==> src/design/dit_pkg.sv <==
`default_nettype none

package dit_pkg;

    // Fixed widths of the block's fields and state
    localparam int NOW_W  = 32;
    localparam int QUIET_W = 16;
    localparam int MODE_W = 2;
    localparam int FUNC_W = 2;
    localparam int CNT_W  = 4;
    localparam int IDX_W  = 2;
    localparam int DATA_W = 16;
    localparam int STEP_W = 4;

    localparam logic [CNT_W-1:0] MAX_CYCLES = CNT_W'(15);

    typedef logic [STEP_W-1:0] step_t;

    typedef enum logic [FUNC_W-1:0] {
        FUNC_CHANGE = 2'd0,
        FUNC_POLL   = 2'd1,
        FUNC_START  = 2'd2
    } func_t;

    typedef enum logic [MODE_W-1:0] {
        MODE_NONE   = 2'd0,
        MODE_SINGLE = 2'd1,
        MODE_ALL    = 2'd2
    } mode_t;

    localparam logic [IDX_W-1:0] CFG_QUIET = 2'd0;
    localparam logic [IDX_W-1:0] CFG_MODE  = 2'd1;

    typedef enum logic [2:0] {
        OP_NOP,
        OP_LATCH,
        OP_COMMIT,
        OP_EMIT_INV,
        OP_EMIT_PREV,
        OP_EMIT_FINAL,
        OP_PIN_CHANGE,
        OP_START
    } op_t;

    typedef enum logic [2:0] {
        COND_ALWAYS,
        COND_IN_IDLE,
        COND_FUNC_CHG,
        COND_FUNC_START,
        COND_NOT_POLL,
        COND_CNT_ZERO,
        COND_NO_FINAL
    } cond_t;

    typedef struct packed {
        op_t   op;
        cond_t cond;
        logic  stall;   // wait here while the result register is full and not taken
        logic  in_rdy;  // step takes an input beat
        step_t target;
    } uword_t;

    // Controller to datapath
    typedef struct packed {
        op_t  op;
        logic fire;
    } ctl_t;

    // Datapath to controller
    typedef struct packed {
        logic [FUNC_W-1:0] func;
        logic              cnt_zero;
        logic              final_flag;
        logic              out_free;
    } stat_t;

    localparam step_t S_FETCH    = 4'd0;
    localparam step_t S_DISP_CHG = 4'd1;
    localparam step_t S_DISP_ST  = 4'd2;
    localparam step_t S_DISP_PL  = 4'd3;
    localparam step_t S_COMMIT   = 4'd4;
    localparam step_t S_LOOP     = 4'd5;
    localparam step_t S_EMIT_INV = 4'd6;
    localparam step_t S_EMIT_PRV = 4'd7;
    localparam step_t S_TAIL     = 4'd8;
    localparam step_t S_EMIT_FIN = 4'd9;
    localparam step_t S_CHANGE   = 4'd10;
    localparam step_t S_START    = 4'd11;

    function automatic uword_t ucode_rom(step_t s);
        uword_t w;
        unique case (s)
            S_FETCH:    w = '{OP_LATCH,      COND_IN_IDLE,    1'b0, 1'b1, S_FETCH};
            S_DISP_CHG: w = '{OP_NOP,        COND_FUNC_CHG,   1'b0, 1'b0, S_CHANGE};
            S_DISP_ST:  w = '{OP_NOP,        COND_FUNC_START, 1'b0, 1'b0, S_START};
            S_DISP_PL:  w = '{OP_NOP,        COND_NOT_POLL,   1'b0, 1'b0, S_FETCH};
            S_COMMIT:   w = '{OP_COMMIT,     COND_ALWAYS,     1'b0, 1'b0, S_LOOP};
            S_LOOP:     w = '{OP_NOP,        COND_CNT_ZERO,   1'b0, 1'b0, S_TAIL};
            S_EMIT_INV: w = '{OP_EMIT_INV,   COND_ALWAYS,     1'b1, 1'b0, S_EMIT_PRV};
            S_EMIT_PRV: w = '{OP_EMIT_PREV,  COND_ALWAYS,     1'b1, 1'b0, S_LOOP};
            S_TAIL:     w = '{OP_NOP,        COND_NO_FINAL,   1'b0, 1'b0, S_FETCH};
            S_EMIT_FIN: w = '{OP_EMIT_FINAL, COND_ALWAYS,     1'b1, 1'b0, S_FETCH};
            S_CHANGE:   w = '{OP_PIN_CHANGE, COND_ALWAYS,     1'b0, 1'b0, S_FETCH};
            S_START:    w = '{OP_START,      COND_ALWAYS,     1'b0, 1'b0, S_FETCH};
            default:    w = '{OP_NOP,        COND_ALWAYS,     1'b0, 1'b0, S_FETCH};
        endcase
        return w;
    endfunction

endpackage

`default_nettype wire

==> src/design/dit_ifs.sv <==
`default_nettype none

interface dit_in_if;
    logic                      valid;
    logic                      ready;
    logic [dit_pkg::FUNC_W-1:0] func;
    logic                      pin_level;
    logic [dit_pkg::NOW_W-1:0]  now_ms;

    modport source (output valid, output func, output pin_level, output now_ms, input ready);
    modport sink   (input valid, input func, input pin_level, input now_ms, output ready);
endinterface

interface dit_out_if;
    logic valid;
    logic ready;
    logic level_value;
    logic last_of_run;

    modport source (output valid, output level_value, output last_of_run, input ready);
    modport sink   (input valid, input level_value, input last_of_run, output ready);
endinterface

interface dit_cfg_if;
    logic                       valid;
    logic                       ready;
    logic [dit_pkg::IDX_W-1:0]  index;
    logic [dit_pkg::DATA_W-1:0] data;

    modport source (output valid, output index, output data, input ready);
    modport sink   (input valid, input index, input data, output ready);
endinterface

`default_nettype wire

==> src/design/debounced_input_toggle_counter.sv <==
// Debounced input toggle counter.
// Channels: in_ch takes events (func: pin change, poll, start) with the pin
// level and a millisecond stamp; out_ch delivers reported levels, one beat
// per level, with last_of_run on the final beat of a poll; cfg writes
// quiet_interval (index 0) and cycle_mode (index 1) and is always ready.
// A small microprogram steps the datapath one control word per cycle,
// except while an emit step is stalled. A poll reports at most 15 toggle
// cycles, and the new level may be reported after the toggles.
// One item is worked on at a time; in_ch.ready is high only in the fetch
// step, while an earlier final result may still wait in the output register.
// When the result register is full and out_ch.ready is low, the sequencer
// holds on its emit step and the result register keeps its beat. Reset sets
// level 0, no pending cycles, quiet_interval 50 and cycle_mode 2; the
// latched beat and poll working registers are not reset.
`default_nettype none

module debounced_input_toggle_counter (
    input  wire logic  clk,
    input  wire logic  rst_n,
    dit_in_if.sink     in_ch,
    dit_out_if.source  out_ch,
    dit_cfg_if.sink    cfg
);
    import dit_pkg::*;

    ctl_t  ctl;
    stat_t stat;

    dit_seq u_seq (
        .clk      (clk),
        .rst_n    (rst_n),
        .in_valid (in_ch.valid),
        .in_ready (in_ch.ready),
        .stat     (stat),
        .ctl      (ctl)
    );

    dit_dp u_dp (
        .clk         (clk),
        .rst_n       (rst_n),
        .ctl         (ctl),
        .stat        (stat),
        .func        (in_ch.func),
        .pin_level   (in_ch.pin_level),
        .now_ms      (in_ch.now_ms),
        .out_ready   (out_ch.ready),
        .out_valid   (out_ch.valid),
        .level_value (out_ch.level_value),
        .last_of_run (out_ch.last_of_run),
        .cfg_valid   (cfg.valid),
        .cfg_ready   (cfg.ready),
        .cfg_index   (cfg.index),
        .cfg_data    (cfg.data)
    );

endmodule

`default_nettype wire

==> src/design/dit_seq.sv <==
`default_nettype none

module dit_seq (
    input  wire logic          clk,
    input  wire logic          rst_n,
    input  wire logic          in_valid,
    output logic               in_ready,
    input  wire dit_pkg::stat_t stat,
    output dit_pkg::ctl_t      ctl
);
    import dit_pkg::*;

    step_t  step_reg;
    step_t  step_next;
    uword_t word;
    logic   in_fire;
    logic   blocked;
    logic   cond_true;

    assign word    = ucode_rom(step_reg);
    assign in_fire = word.in_rdy & in_valid;
    assign blocked = word.stall & ~stat.out_free;

    always_comb
    begin
        unique case (word.cond)
            COND_ALWAYS:     cond_true = 1'b1;
            COND_IN_IDLE:    cond_true = ~in_fire;
            COND_FUNC_CHG:   cond_true = (stat.func == FUNC_CHANGE);
            COND_FUNC_START: cond_true = (stat.func == FUNC_START);
            COND_NOT_POLL:   cond_true = (stat.func != FUNC_POLL);
            COND_CNT_ZERO:   cond_true = stat.cnt_zero;
            COND_NO_FINAL:   cond_true = ~stat.final_flag;
            default:         cond_true = 1'b1;
        endcase

        priority if (blocked)
            step_next = step_reg;
        else if (cond_true)
            step_next = word.target;
        else
            step_next = step_reg + step_t'(1);
    end

    always_ff @(posedge clk or negedge rst_n)
    begin
        if (!rst_n)
            step_reg <= S_FETCH;
        else
            step_reg <= step_next;
    end

    assign in_ready = word.in_rdy;
    assign ctl.op   = word.op;
    assign ctl.fire = word.in_rdy ? in_fire : ~blocked;

endmodule

`default_nettype wire

==> src/design/dit_dp.sv <==
`default_nettype none

module dit_dp (
    input  wire logic                        clk,
    input  wire logic                        rst_n,
    input  wire dit_pkg::ctl_t               ctl,
    output dit_pkg::stat_t                   stat,
    input  wire logic [dit_pkg::FUNC_W-1:0]  func,
    input  wire logic                        pin_level,
    input  wire logic [dit_pkg::NOW_W-1:0]   now_ms,
    input  wire logic                        out_ready,
    output logic                             out_valid,
    output logic                             level_value,
    output logic                             last_of_run,
    input  wire logic                        cfg_valid,
    output logic                             cfg_ready,
    input  wire logic [dit_pkg::IDX_W-1:0]   cfg_index,
    input  wire logic [dit_pkg::DATA_W-1:0]  cfg_data
);
    import dit_pkg::*;

    // latched input beat
    logic [FUNC_W-1:0]  func_reg;
    logic               pin_reg;
    logic [NOW_W-1:0]   now_reg;

    // tracked state
    logic               raw_reg,      raw_next;
    logic               settled_reg,  settled_next;
    logic [NOW_W-1:0]   ltime_reg,    ltime_next;
    logic [CNT_W-1:0]   pend_reg,     pend_next;
    logic               first_reg,    first_next;
    logic [QUIET_W-1:0] quiet_reg,    quiet_next;
    logic [MODE_W-1:0]  mode_reg,     mode_next;

    // poll working registers
    logic [CNT_W-1:0]   cnt_reg,      cnt_next;
    logic               prev_reg,     prev_next;
    logic               final_reg,    final_next;

    // result register
    logic               oval_reg,     oval_next;
    logic               olev_reg,     olev_next;
    logic               olast_reg,    olast_next;

    logic [NOW_W-1:0]   elapsed;
    logic               quiet_ok;
    logic               new_settled;
    logic [CNT_W-1:0]   cnt_sel;
    logic               out_free;
    logic               latch_en;

    assign elapsed     = now_reg - ltime_reg;
    assign quiet_ok    = elapsed > {{(NOW_W-QUIET_W){1'b0}}, quiet_reg};
    assign new_settled = quiet_ok ? raw_reg : settled_reg;
    assign out_free    = ~oval_reg | out_ready;
    assign latch_en    = (ctl.op == OP_LATCH) & ctl.fire;

    always_comb
    begin
        unique case (mode_reg)
            MODE_NONE:   cnt_sel = '0;
            MODE_SINGLE: cnt_sel = (pend_reg != '0 && new_settled == settled_reg)
                                   ? CNT_W'(1) : '0;
            default:     cnt_sel = pend_reg;
        endcase
    end

    always_comb
    begin
        raw_next     = raw_reg;
        settled_next = settled_reg;
        ltime_next   = ltime_reg;
        pend_next    = pend_reg;
        first_next   = first_reg;
        quiet_next   = quiet_reg;
        mode_next    = mode_reg;
        cnt_next     = cnt_reg;
        prev_next    = prev_reg;
        final_next   = final_reg;
        olev_next    = olev_reg;
        olast_next   = olast_reg;
        oval_next    = oval_reg & ~out_ready;

        if (cfg_valid)
        begin
            // drop writes to unused indexes
            unique case (cfg_index)
                CFG_QUIET: quiet_next = cfg_data[QUIET_W-1:0];
                CFG_MODE:  mode_next  = cfg_data[MODE_W-1:0];
                default:
                begin
                end
            endcase
        end

        if (ctl.fire)
        begin
            unique case (ctl.op)
                OP_PIN_CHANGE:
                begin
                    if (pin_reg != raw_reg)
                    begin
                        raw_next   = pin_reg;
                        ltime_next = now_reg;
                        if (quiet_ok && pin_reg == settled_reg && pend_reg < MAX_CYCLES)
                            pend_next = pend_reg + CNT_W'(1);
                    end
                end
                OP_START:
                begin
                    raw_next     = pin_reg;
                    settled_next = pin_reg;
                    ltime_next   = now_reg;
                    first_next   = 1'b1;
                end
                OP_COMMIT:
                begin
                    prev_next    = settled_reg;
                    settled_next = new_settled;
                    cnt_next     = cnt_sel;
                    final_next   = (first_reg && cnt_sel == '0) ||
                                   (new_settled != settled_reg);
                    pend_next    = '0;
                    first_next   = 1'b0;
                end
                OP_EMIT_INV:
                begin
                    oval_next  = 1'b1;
                    olev_next  = ~prev_reg;
                    olast_next = 1'b0;
                end
                OP_EMIT_PREV:
                begin
                    oval_next  = 1'b1;
                    olev_next  = prev_reg;
                    olast_next = (cnt_reg == CNT_W'(1)) & ~final_reg;
                    cnt_next   = cnt_reg - CNT_W'(1);
                end
                OP_EMIT_FINAL:
                begin
                    oval_next  = 1'b1;
                    olev_next  = settled_reg;
                    olast_next = 1'b1;
                end
                default:
                begin
                end
            endcase
        end
    end

    always_ff @(posedge clk)
    begin
        if (latch_en)
        begin
            func_reg <= func;
            pin_reg  <= pin_level;
            now_reg  <= now_ms;
        end
        cnt_reg   <= cnt_next;
        prev_reg  <= prev_next;
        final_reg <= final_next;
        olev_reg  <= olev_next;
        olast_reg <= olast_next;
    end

    always_ff @(posedge clk or negedge rst_n)
    begin
        if (!rst_n)
        begin
            raw_reg     <= 1'b0;
            settled_reg <= 1'b0;
            ltime_reg   <= '0;
            pend_reg    <= '0;
            first_reg   <= 1'b0;
            quiet_reg   <= QUIET_W'(50);
            mode_reg    <= MODE_ALL;
            oval_reg    <= 1'b0;
        end
        else
        begin
            raw_reg     <= raw_next;
            settled_reg <= settled_next;
            ltime_reg   <= ltime_next;
            pend_reg    <= pend_next;
            first_reg   <= first_next;
            quiet_reg   <= quiet_next;
            mode_reg    <= mode_next;
            oval_reg    <= oval_next;
        end
    end

    assign stat.func       = func_reg;
    assign stat.cnt_zero   = (cnt_reg == '0);
    assign stat.final_flag = final_reg;
    assign stat.out_free   = out_free;

    assign out_valid   = oval_reg;
    assign level_value = olev_reg;
    assign last_of_run = olast_reg;
    assign cfg_ready   = 1'b1;

endmodule

`default_nettype wire

==> src/flat_wrapper.sv <==
// flat-port wrapper written by rule: the top's interface ports become plain ports
module debounced_input_toggle_counter_flat import dit_pkg::*;
  (clk, rst_n, in_ch_valid, in_ch_func, in_ch_pin_level, in_ch_now_ms, in_ch_ready, out_ch_valid, out_ch_level_value, out_ch_last_of_run, out_ch_ready, cfg_valid, cfg_index, cfg_data, cfg_ready);
  dit_in_if in_ch_i ();
  dit_out_if out_ch_i ();
  dit_cfg_if cfg_i ();
  input  wire logic clk;
  input  wire logic rst_n;
  input wire logic [$bits(in_ch_i.valid)-1:0] in_ch_valid;
  input wire logic [$bits(in_ch_i.func)-1:0] in_ch_func;
  input wire logic [$bits(in_ch_i.pin_level)-1:0] in_ch_pin_level;
  input wire logic [$bits(in_ch_i.now_ms)-1:0] in_ch_now_ms;
  output wire logic [$bits(in_ch_i.ready)-1:0] in_ch_ready;
  output wire logic [$bits(out_ch_i.valid)-1:0] out_ch_valid;
  output wire logic [$bits(out_ch_i.level_value)-1:0] out_ch_level_value;
  output wire logic [$bits(out_ch_i.last_of_run)-1:0] out_ch_last_of_run;
  input wire logic [$bits(out_ch_i.ready)-1:0] out_ch_ready;
  input wire logic [$bits(cfg_i.valid)-1:0] cfg_valid;
  input wire logic [$bits(cfg_i.index)-1:0] cfg_index;
  input wire logic [$bits(cfg_i.data)-1:0] cfg_data;
  output wire logic [$bits(cfg_i.ready)-1:0] cfg_ready;
  assign in_ch_i.valid = in_ch_valid;
  assign in_ch_i.func = in_ch_func;
  assign in_ch_i.pin_level = in_ch_pin_level;
  assign in_ch_i.now_ms = in_ch_now_ms;
  assign in_ch_ready = in_ch_i.ready;
  assign out_ch_valid = out_ch_i.valid;
  assign out_ch_level_value = out_ch_i.level_value;
  assign out_ch_last_of_run = out_ch_i.last_of_run;
  assign out_ch_i.ready = out_ch_ready;
  assign cfg_i.valid = cfg_valid;
  assign cfg_i.index = cfg_index;
  assign cfg_i.data = cfg_data;
  assign cfg_ready = cfg_i.ready;
  debounced_input_toggle_counter u_core (.clk(clk), .rst_n(rst_n), .in_ch(in_ch_i), .out_ch(out_ch_i), .cfg(cfg_i));
endmodule
==> config.mk <==
export PLATFORM = sky130hd
export DESIGN_NAME = debounced_input_toggle_counter_flat
export DESIGN_NICKNAME = d
export VERILOG_FILES = /design/src/design/dit_pkg.sv /design/src/design/dit_ifs.sv /design/src/design/debounced_input_toggle_counter.sv /design/src/design/dit_seq.sv /design/src/design/dit_dp.sv /design/src/flat_wrapper.sv
export SDC_FILE = /design/constraint.sdc
export NUM_CORES = 1
export LEC_CHECK = 0
export BUFFER_PORTS_ARGS = -buffer_cell sky130_fd_sc_hd__buf_4
export CAP_MARGIN = 20
export CORE_MARGIN = 1.5
export CORE_UTILIZATION = 25
export CTS_CLUSTER_DIAMETER = 60
export CTS_CLUSTER_SIZE = 8
export DETAILED_ROUTE_END_ITERATION = 10
export HOLD_SLACK_MARGIN = 0.06
export SYNTH_ARGS = -nofsm -noshare
export SYNTH_HDL_FRONTEND = slang
export SYNTH_SLANG_ARGS = --single-unit
==> constraint.sdc <==
create_clock -name clk -period 7.6 [get_ports clk]
set_input_delay 0.76 -clock clk [delete_from_list [all_inputs] [get_ports clk]]
set_output_delay 0.76 -clock clk [all_outputs]
set_load 0.03 [all_outputs]
==> flow_metrics.env, run 1 <==
export IMPL_grt_pass1_vias=5129
export IMPL_period_share_pct=62.80
export IMPL_antenna_found_initial=0
export IMPL_synth_mux_area_share_pct=7.136
export IMPL_hold_viol=0
export IMPL_preCtsSetupSlack_ns=2.862
export IMPL_holdBufCountCts=0
export IMPL_cpLargestDelayFamily="compound AO/OA/AOI/OAI gates"
export IMPL_cts_resized_gates=0
export IMPL_grt_start_max_net_pins=63
export IMPL_pwr_share_seq_pct=25.9
export IMPL_synth_cells=695
export IMPL_syn_num_nets=812
export IMPL_max_slew_margin_pct=43.28
export IMPL_start_util_pct=25.38
export IMPL_ant_nets=0
export IMPL_ys_flop_type="dfrtp_1"
export IMPL_clk_latency_ns=0.36
export IMPL_worstMarginPinSlew_ns=0.8509
export IMPL_powerDensity_nw_per_um2=504.0
export IMPL_setup_ws_ns=2.828
export IMPL_grt_overflow=0
export IMPL_regArea_um2=2848
export IMPL_syn_cell_area_um2=6803
export IMPL_cp_arrival_ns=5.04
export IMPL_die_y_um=168.0
export IMPL_cp_required_ns=7.87
export IMPL_grt_first_pass_wirelength_um=25940
export IMPL_final_cell_mix="inv_1 (66), nand2_1 (65), buf_4 (64), ha_1 (58), dfrtp_1 (58)"
export IMPL_worstPathCellList="ha_1, a2111oi_0, o21ai_0, a41oi_1, a21bo_2, a21o_1, a21oi_1, xnor2_1, ha_1, nand4_1, inv_1, a221o_1, o31a_1, nor3_1, nand3_1, nor4_2, nand4_1, o31a_1, nand4_1, mux2i_1"
export IMPL_critPathMaxFanout=7
export IMPL_yosysUniqueCellTypes=73
export IMPL_power_frac_clock_pct=11.0
export IMPL_num_fill_cells=2787
export IMPL_cts_sinks=105
export IMPL_crit_top_cell="nand4_1"
export IMPL_drv_cap=0
export IMPL_grt_use_total_pct=11.43
export IMPL_synth_edff_count=43
export IMPL_yosys_area_share_simple_pct=14.53
export IMPL_tns_ns=0
export IMPL_cp_start_kind="flip-flop"
export IMPL_p_total_uw=3987
export IMPL_drive_gt1_share_pct=17.48
export IMPL_die_area_um2=28210
export IMPL_drtPass1Iterations=5
export IMPL_cts_htree_levels=3
export IMPL_yosysSeqAreaShare_pct=41.86
export IMPL_p_comb_share_pct=63.1
export IMPL_crit_type="flip-flop to flip-flop"
export IMPL_final_common_cell="inv_1"
export IMPL_io_buffers=61
export IMPL_cts_buffers=9
export IMPL_root_buffer="clkbuf_16"
export IMPL_p_sw_share_pct=45.61
export IMPL_vdd_ir_drop_max_uv=146.8
export IMPL_synthXorXnorAreaFrac_pct=3.219
export IMPL_dr_first_iter_drc_count=305
export IMPL_maxSlewViolCount=0
export IMPL_nNetsFinal=868
export IMPL_synth_top_family_by_area="compound AO/OA/AOI/OAI gates"
export IMPL_diodes=0
export IMPL_crit_buf_inv=1
export IMPL_syn_area_per_cell_um2=9.788
export IMPL_boundaryPins=63
export IMPL_async_reset_ff_share_pct=59.05
export IMPL_worstSetupEndpointType="flip-flop"
export IMPL_yosys_warnings=0
export IMPL_period_needed_ns=4.772
export IMPL_wirelength_um=15470
export IMPL_dpl_cell_count=1081
export IMPL_synth_compound_area_share_pct=17.40
export IMPL_route_vias_total=5202
export IMPL_clk_path_buf_depth=2
export IMPL_power_switching_uw=1818
export IMPL_synth_seq_cells=105
export IMPL_setup_viol=0
export IMPL_core_um2=26800
export IMPL_hold_path_class="flip-flop to flip-flop"
export IMPL_clock_skew_ns=0.01448
export IMPL_gp_congestion=0.8870
export IMPL_post_cts_buffers=0
export IMPL_status="finished, final reports clean"
export IMPL_rsz0062_at_grt="no"
export IMPL_avgRoutedWirePerCell_um=14.12
export IMPL_syn2layout_area_growth_pct=16.28
export IMPL_multi_input_area_um2=3636
export IMPL_rows=60
export IMPL_vias_per_cell=4.746
export IMPL_drc=0
export IMPL_synth_fa_ha_area_share_pct=10.96
export IMPL_slowest_stage="edfxtp_1"
export IMPL_final_core_util_pct=29.51
export IMPL_stdcell_count=1096
export IMPL_clock_fmax_ghz=0.2095
export IMPL_leakagePower_uw=0.003362
export IMPL_cts_clk_slew_worst_paths_ns=0.07
export IMPL_internal_power_uw=2169
export IMPL_die_w_um=168.0
export IMPL_dp_hpwl_um=11870
export IMPL_crit_path_max_incr_delay_ns=0.39
export IMPL_tritoncts="yes"
## cell families (layout without fill, tap and decap cells)
kind of cell,Yosys count,in the layout
buffers and inverters,85,145
other,1,1
adder cells (fa/ha/maj),59,59
flip-flops,105,105
AND/OR/NAND/NOR,200,200
AO/OA/AOI/OAI,176,176
XOR/XNOR,25,25
multiplexers,44,44
## tightest hold or removal path, cell delays in order (launching register included)
cell and delay, ns:
dfrtp_1 0.35, nand2_1 0.04, o21ai_0 0.06
## final cells by class
| cell class | instances | area share [%] |
|---|---|---|
| Clock inverter | 4 | 0.3638 |
| Timing Repair Buffer | 64 | 6.074 |
| Tap cell | 341 | 5.394 |
| Sequential cell | 105 | 36.00 |
| Inverter | 66 | 3.132 |
| Clock buffer | 11 | 3.069 |
| Multi-Input combinational cell | 505 | 45.97 |
## Yosys cell counts, types with 15 or more instances
library cell,instances,area [µm²]
inv_1,66,247.7
nand2_1,65,244.0
dfrtp_1,58,1451
ha_1,58,725.7
o21ai_0,46,230.2
edfxtp_1,43,1291
nor2_1,38,142.6
a21oi_1,36,180.2
mux2_2,36,405.4
nand3_1,23,115.1
xnor2_1,18,157.7
nor3_1,15,75.07
## metrics by stage
step / instance area [µm²] / hold WS, ns
5_1_grt: 7910 / 0.5159
2_1_floorplan: 6803 / 0.4538
3_3_place_gp: 7639 / 0.4741
3_5_place_dp: 7639 / 0.4831
6_report: 7910 / 0.4898
4_1_cts: 7910 / 0.4990
## worst paths after layout
check	from	end	slack [ns]	cells past startpoint
worst max-delay path	u_core.u_dp.now_reg[8]$_DFFE_PP_	u_core.u_dp.pend_reg[3]$_DFFE_PN0P_	2.83	20
worst min-delay path	u_core.u_dp.ltime_reg[0]$_DFFE_PN0P_	u_core.u_dp.ltime_reg[0]$_DFFE_PN0P_	0.49	2
worst max register to register	u_core.u_dp.now_reg[8]$_DFFE_PP_	u_core.u_dp.pend_reg[3]$_DFFE_PN0P_	2.83	20
worst min register to register	u_core.u_dp.ltime_reg[0]$_DFFE_PN0P_	u_core.u_dp.ltime_reg[0]$_DFFE_PN0P_	0.49	2
max in group asynchronous	rst_n	u_core.u_dp.ltime_reg[6]$_DFFE_PN0P_	6.52	1
min in group asynchronous	rst_n	u_core.u_dp.out_valid$_DFF_PN0_	0.50	1
## metal layers
layer | track usage [%] | share of wire [%] | up-vias
li1 | - | - | 2632
met1 | 15.17 | 49 | 2470
met2 | 19.00 | 46 | 89
met3 | 2.233 | 3.5 | 11
met4 | 3.016 | 0.89 | 0
met5 | 0 | 0 | -
## power by group through the flow
stage	Combinational, µW	Sequential (µW)	Clock [µW]
finish	2510	1030	439
global placement	2480	1040	0
CTS	2520	1040	454
detailed placement	2500	1050	0
floorplan	1950	1010	0
global route	2840	1070	472
(Power assumes the default switching activity.)
==> run 2, diff against run 1 <==
- clock period: 7.6 -> 4.78 ns (I/O delays scaled with it)
==> flow_metrics.env, run 2 (same netlist as run 1, synthesis figures left out) <==
export IMPL_avgRoutedWirePerCell_um=14.56
export IMPL_cts_htree_levels=3
export IMPL_r2r_cells=22
export IMPL_pwr_share_seq_pct=24.7
export IMPL_cp_start_kind="flip-flop"
export IMPL_grt_start_max_net_pins=63
export IMPL_power_frac_clock_pct=12.0
export IMPL_nNetsFinal=873
export IMPL_drtPass1Iterations=5
export IMPL_maxSlewViolCount=0
export IMPL_hold_viol=0
export IMPL_hold_path_class="input port to async pin"
export IMPL_syn2layout_area_growth_pct=18.94
export IMPL_die_area_um2=28210
export IMPL_grtUsageMet1_pct=15.07
export IMPL_internal_power_uw=3632
export IMPL_critPathMaxFanout=7
export IMPL_dp_hpwl_um=12190
export IMPL_grtUsageMet2_pct=19.47
export IMPL_setup_ws_ns=0.2190
export IMPL_worstSetupEndpointType="flip-flop"
export IMPL_crit_type="flip-flop to flip-flop"
export IMPL_tns_ns=0
export IMPL_final_common_cell="buf_4"
export IMPL_gp_congestion=0.8814
export IMPL_grt_first_pass_wirelength_um=26020
export IMPL_setup_viol=0
export IMPL_vdd_ir_drop_max_uv=274.4
export IMPL_clock_fmax_ghz=0.2193
export IMPL_dr_first_iter_drc_count=293
export IMPL_die_y_um=168.0
export IMPL_cts_buffers=9
export IMPL_whs_ns=0.2308
export IMPL_cts_clk_slew_worst_paths_ns=0.08
export IMPL_stdcell_count=1102
export IMPL_drv_cap=0
export IMPL_io_buffers=61
export IMPL_period_share_pct=95.42
export IMPL_drc=0
export IMPL_leakagePower_uw=0.003417
export IMPL_grt_overflow=0
export IMPL_cp_required_ns=5.06
export IMPL_p_sw_share_pct=45.57
export IMPL_diodes=0
export IMPL_grt_use_total_pct=11.65
export IMPL_rows=60
export IMPL_route_vias_total=5266
export IMPL_antenna_found_initial=0
export IMPL_vias_per_cell=4.779
export IMPL_p_comb_share_pct=63.3
export IMPL_status="finished, final reports clean"
export IMPL_dpl_cell_count=1082
export IMPL_final_core_util_pct=30.19
export IMPL_top_usage_layer="met2"
export IMPL_cts_sinks=105
export IMPL_root_buffer="clkbuf_16"
export IMPL_clk_latency_ns=0.36
export IMPL_clock_skew_ns=0.01083
export IMPL_tritoncts="yes"
export IMPL_powerDensity_nw_per_um2=824.7
export IMPL_preCtsSetupSlack_ns=0.1058
export IMPL_ant_nets=0
export IMPL_cp_arrival_ns=4.84
export IMPL_clk_path_buf_depth=2
export IMPL_rsz0062_at_grt="yes"
export IMPL_core_um2=26800
export IMPL_period_needed_ns=4.561
export IMPL_final_cell_mix="buf_4 (69), inv_1 (66), nand2_1 (65), dfrtp_1 (58), ha_1 (55)"
export IMPL_use_met3_pct=2.586
export IMPL_boundaryPins=63
export IMPL_power_switching_uw=3041
export IMPL_die_w_um=168.0
export IMPL_max_slew_margin_pct=44.13
export IMPL_wirelength_um=16040
export IMPL_drive_gt1_share_pct=19.84
export IMPL_worstMarginPinSlew_ns=0.8381
export IMPL_grt_pass1_vias=5204
export IMPL_start_util_pct=25.38
run 2: path summary, 6_finish.rpt:
| kind | start | to | slack [ns] |
|---|---|---|---|
| worst max-delay path | u_core.u_dp.ltime_reg[1]$_DFFE_PN0P_ | u_core.u_dp.pend_reg[3]$_DFFE_PN0P_ | 0.22 |
| worst min register to register | u_core.u_dp.ltime_reg[11]$_DFFE_PN0P_ | u_core.u_dp.ltime_reg[11]$_DFFE_PN0P_ | 0.51 |
| worst max register to register | u_core.u_dp.ltime_reg[1]$_DFFE_PN0P_ | u_core.u_dp.pend_reg[3]$_DFFE_PN0P_ | 0.22 |
| min in group clk | in_ch_now_ms[19] | u_core.u_dp.now_reg[19]$_DFFE_PP_ | 0.29 |
| worst min-delay path | rst_n | u_core.u_dp.quiet_reg[15]$_DFFE_PN0P_ | 0.23 |
| max in group asynchronous | rst_n | u_core.u_dp.ltime_reg[4]$_DFFE_PN0P_ | 4.02 |
run 2: what timing repair did:
action                                  in CTS  in global routing
buffers inserted                             0                  4
endpoints found under the setup margin       0                  7
resized for setup                            0                 19
hold buffers                                 0                  0
run 2: critical path, cell delays in order, from the launching register on:
cell and delay (ns):
dfrtp_1 0.41, inv_1 0.07, ha_1 0.27, nor2b_1 0.15
o2111a_2 0.28, o21a_1 0.23, o21ai_1 0.13, nand2b_1 0.11
a21oi_2 0.15, o21bai_1 0.08, xor2_1 0.17, ha_1 0.35
a21oi_2 0.13, o21ai_1 0.09, a221o_1 0.32, o31a_1 0.24
nor3_1 0.12, nand3_1 0.10, nor4_2 0.21, nand4_1 0.20
o31a_1 0.40, nand4_1 0.12, mux2i_1 0.18
run 2: metal layers:
metal	vias up	share of wire [%]	wire length [µm]
met5	-	0	0
met4	0	1.1	181
met3	14	4.1	654
met2	102	47	7589
met1	2497	47	7616
li1	2653	-	-
run 2: area by class of cell:
class	instances	area, µm²
clock buffer	10	239.0
clock inverter	6	83.83
fill	2783	18710
inverter	66	247.7
multi-input combinational	505	3729
sequential	105	2848
tap	341	426.7
timing repair buffer	69	518.0
run 2: through the flow:
step / power, µW / area, µm²
after floorplan: 4716 / 6803
after global placement: 5604 / 7646
after detailed placement: 5694 / 7646
after CTS: 6534 / 7969
after global routing: 7284 / 8092
final: 6673 / 8092
run 2: power by group through the flow:
| stage | Sequential (µW) | Combinational (µW) | Clock [µW] |
|---|---|---|---|
| floorplan | 1610 | 3100 | 0 |
| global placement | 1650 | 3950 | 0 |
| detailed placement | 1660 | 4030 | 0 |
| CTS | 1650 | 4050 | 834 |
| global route | 1700 | 4720 | 865 |
| finish | 1650 | 4220 | 804 |
==> run 3, diff against run 2 <==
- SYNTH_HIERARCHICAL: not set -> 1
==> flow_metrics.env, run 3 <==
export IMPL_die_y_um=168.8
export IMPL_synth_edff_count=43
export IMPL_cp_arrival_ns=4.61
export IMPL_max_slew_margin_pct=41.06
export IMPL_drive_gt1_share_pct=18.96
export IMPL_final_cell_mix="buf_4 (71), inv_1 (69), nand2_1 (66), dfrtp_1 (58), ha_1 (57)"
export IMPL_synth_most_common_cell="inv_1"
export IMPL_dr_first_iter_drc_count=393
export IMPL_boundaryPins=63
export IMPL_die_area_um2=28510
export IMPL_clock_fmax_ghz=0.2224
export IMPL_yosysSeqAreaShare_pct=41.42
export IMPL_hold_path_class="input port to async pin"
export IMPL_synth_top_area_share_pct=21.11
export IMPL_stdcell_count=1111
export IMPL_drc=0
export IMPL_synth_seq_cells=105
export IMPL_num_fill_cells=2805
export IMPL_diodes=0
export IMPL_yosys_warnings=6
export IMPL_async_reset_ff_share_pct=59.05
export IMPL_synth_cells=712
export IMPL_reg2reg_slack_ns=0.28
export IMPL_cp_required_ns=4.89
export IMPL_dp_hpwl_um=12500
export IMPL_ys_top_cells_by_count="inv_1 (69), nand2_1 (66), dfrtp_1 (58), ha_1 (58), a21oi_1 (55)"
export IMPL_cts_sinks=105
export IMPL_clk_path_buf_depth=2
export IMPL_wirelength_um=16440
export IMPL_root_buffer="clkbuf_16"
export IMPL_critPathMaxFanout=6
export IMPL_cts_htree_levels=3
export IMPL_syn2layout_area_growth_pct=17.73
export IMPL_drv_cap=0
export IMPL_rows=60
export IMPL_worstMarginPinSlew_ns=0.8840
export IMPL_die_w_um=168.8
export IMPL_route_vias_total=5360
export IMPL_tritoncts="yes"
export IMPL_grt_overflow=0
export IMPL_avgRoutedWirePerCell_um=14.79
export IMPL_antenna_found_initial=0
export IMPL_tns_ns=0
export IMPL_gp_congestion=0.8473
export IMPL_clk_latency_ns=0.36
export IMPL_period_share_pct=94.08
export IMPL_cts_buffers=9
export IMPL_setup_viol=0
export IMPL_dpl_cell_count=1093
export IMPL_grt_pass1_vias=5168
export IMPL_ys_flop_type="dfrtp_1"
export IMPL_start_util_pct=25.51
export IMPL_yosysUniqueCellTypes=75
export IMPL_syn_num_nets=829
export IMPL_hold_viol=0
export IMPL_cts_clk_slew_worst_paths_ns=0.08
export IMPL_grt_first_pass_wirelength_um=26820
export IMPL_period_needed_ns=4.497
export IMPL_syn_cell_area_um2=6875
export IMPL_maxSlewViolCount=0
export IMPL_synth_area_leaders="dfrtp_1 (21%), edfxtp_1 (19%), ha_1 (11%), mux2_2 (5.6%), a21oi_1 (4.0%)"
export IMPL_io_buffers=61
export IMPL_crit_type="flip-flop to flip-flop"
export IMPL_grt_use_total_pct=11.82
export IMPL_syn_area_per_cell_um2=9.656
export IMPL_cp_start_kind="flip-flop"
export IMPL_worstSetupEndpointType="flip-flop"
export IMPL_nNetsFinal=882
export IMPL_core_um2=26950
export IMPL_yosys_area_top_type="dfrtp_1"
export IMPL_final_common_cell="buf_4"
export IMPL_grt_start_max_net_pins=63
export IMPL_ant_nets=0
export IMPL_clock_skew_ns=0.01195
export IMPL_status="finished, final reports clean"
export IMPL_vias_per_cell=4.824
export IMPL_multi_input_area_um2=3712
export IMPL_drtPass1Iterations=7
export IMPL_regArea_um2=2848
export IMPL_holdBufCountCts=0
run 3: changes by cell type after synthesis, sizes merged, moves of 5 or more:
cell    before  now
o21a        13    5
nor3        15   10
nand3       23   18
o211ai       7   14
a21oi       37   56
mux2i        8    3
nor2        39   28
or3          2    8
clkbuf      13   22
run 3: final cells by class:
cell class	instances	share of cell area [%]
Multi-Input combinational cell	509	45.86
Tap cell	341	5.271
Clock inverter	5	0.6338
Sequential cell	105	35.18
Timing Repair Buffer	71	6.585
Inverter	69	3.200
Clock buffer	11	3.262
run 3: final timing paths:
| kind | cells after the start | start | endpoint |
|---|---|---|---|
| worst min register to register | 1 | u_core/u_dp/ltime_reg[10]$_DFFE_PN0P_ | u_core/u_dp/ltime_reg[10]$_DFFE_PN0P_ |
| min in group clk | 1 | in_ch_now_ms[24] | u_core/u_dp/now_reg[24]$_DFFE_PP_ |
| max in group asynchronous | 1 | rst_n | u_core/u_dp/mode_reg[0]$_DFFE_PN0P_ |
| worst max-delay path | 21 | u_core/u_dp/now_reg[0]$_DFFE_PP_ | u_core/u_dp/final_reg$_DFFE_PP_ |
| worst max register to register | 21 | u_core/u_dp/now_reg[0]$_DFFE_PP_ | u_core/u_dp/final_reg$_DFFE_PP_ |
| worst min-delay path | 1 | rst_n | u_core/u_seq/step_reg[1]$_DFFE_PN0N_ |
run 3: per-layer routing:
metal  vias to the layer above  track usage [%]  routed length, µm
li1                       2686                -                  -
met5                         -                0                  0
met4                         0            4.115                425
met2                        98            19.12               7521
met1                      2553            15.58               7879
met3                        23            2.572                609
run 3: through the flow:
| step | area (µm²) | utilization, % | worst slack [ns] | hold WS, ns |
|---|---|---|---|---|
| final | 8094 | 30.03 | 0.2829 | 0.1681 |
| after detailed placement | 7709 | 28.60 | 0.1171 | 0.4928 |
| after global placement | 7709 | 28.60 | 0.3260 | 0.4795 |
| after CTS | 8024 | 29.77 | 0.09597 | 0.2418 |
| after global routing | 8094 | 30.03 | -0.006402 | 0.2651 |
| after floorplan | 6882 | - | 0.5329 | 0.1824 |
run 3: timing repair:
action,CTS,global route
endpoints found under the setup margin,0,7
gates resized for setup,0,12
setup buffers,0,2
run 3: logic make-up after synthesis:
kind of cell             synth area share [%]
AO/OA/AOI/OAI                           18.78
AND/OR/NAND/NOR                         13.87
flip-flops                              41.42
buffers and inverters                   5.678
adder cells (fa/ha/maj)                 10.85
multiplexers                            6.169
XOR/XNOR                                3.185
other                                 0.05454
run 3: critical path, stage by stage, from the launching register on:
cell       delay (ns)
edfxtp_1         0.34
inv_1            0.06
ha_1             0.23
fa_1             0.40
nand2b_1         0.19
a21oi_2          0.18
o21bai_1         0.13
nand2_1          0.12
a21o_1           0.12
a21oi_1          0.07
xnor2_1          0.15
ha_1             0.32
a21oi_1          0.18
nand2_1          0.07
a21oi_1          0.14
a2bb2oi_1        0.18
a22oi_1          0.08
or4_1            0.56
a2111oi_2        0.24
and4_4           0.31
or2_1            0.12
o21ai_0          0.07
Power of run 3 is left out: the tool's default activity adds up to more than one toggle a clock period on the data nets, which glitch-free logic cannot reach.
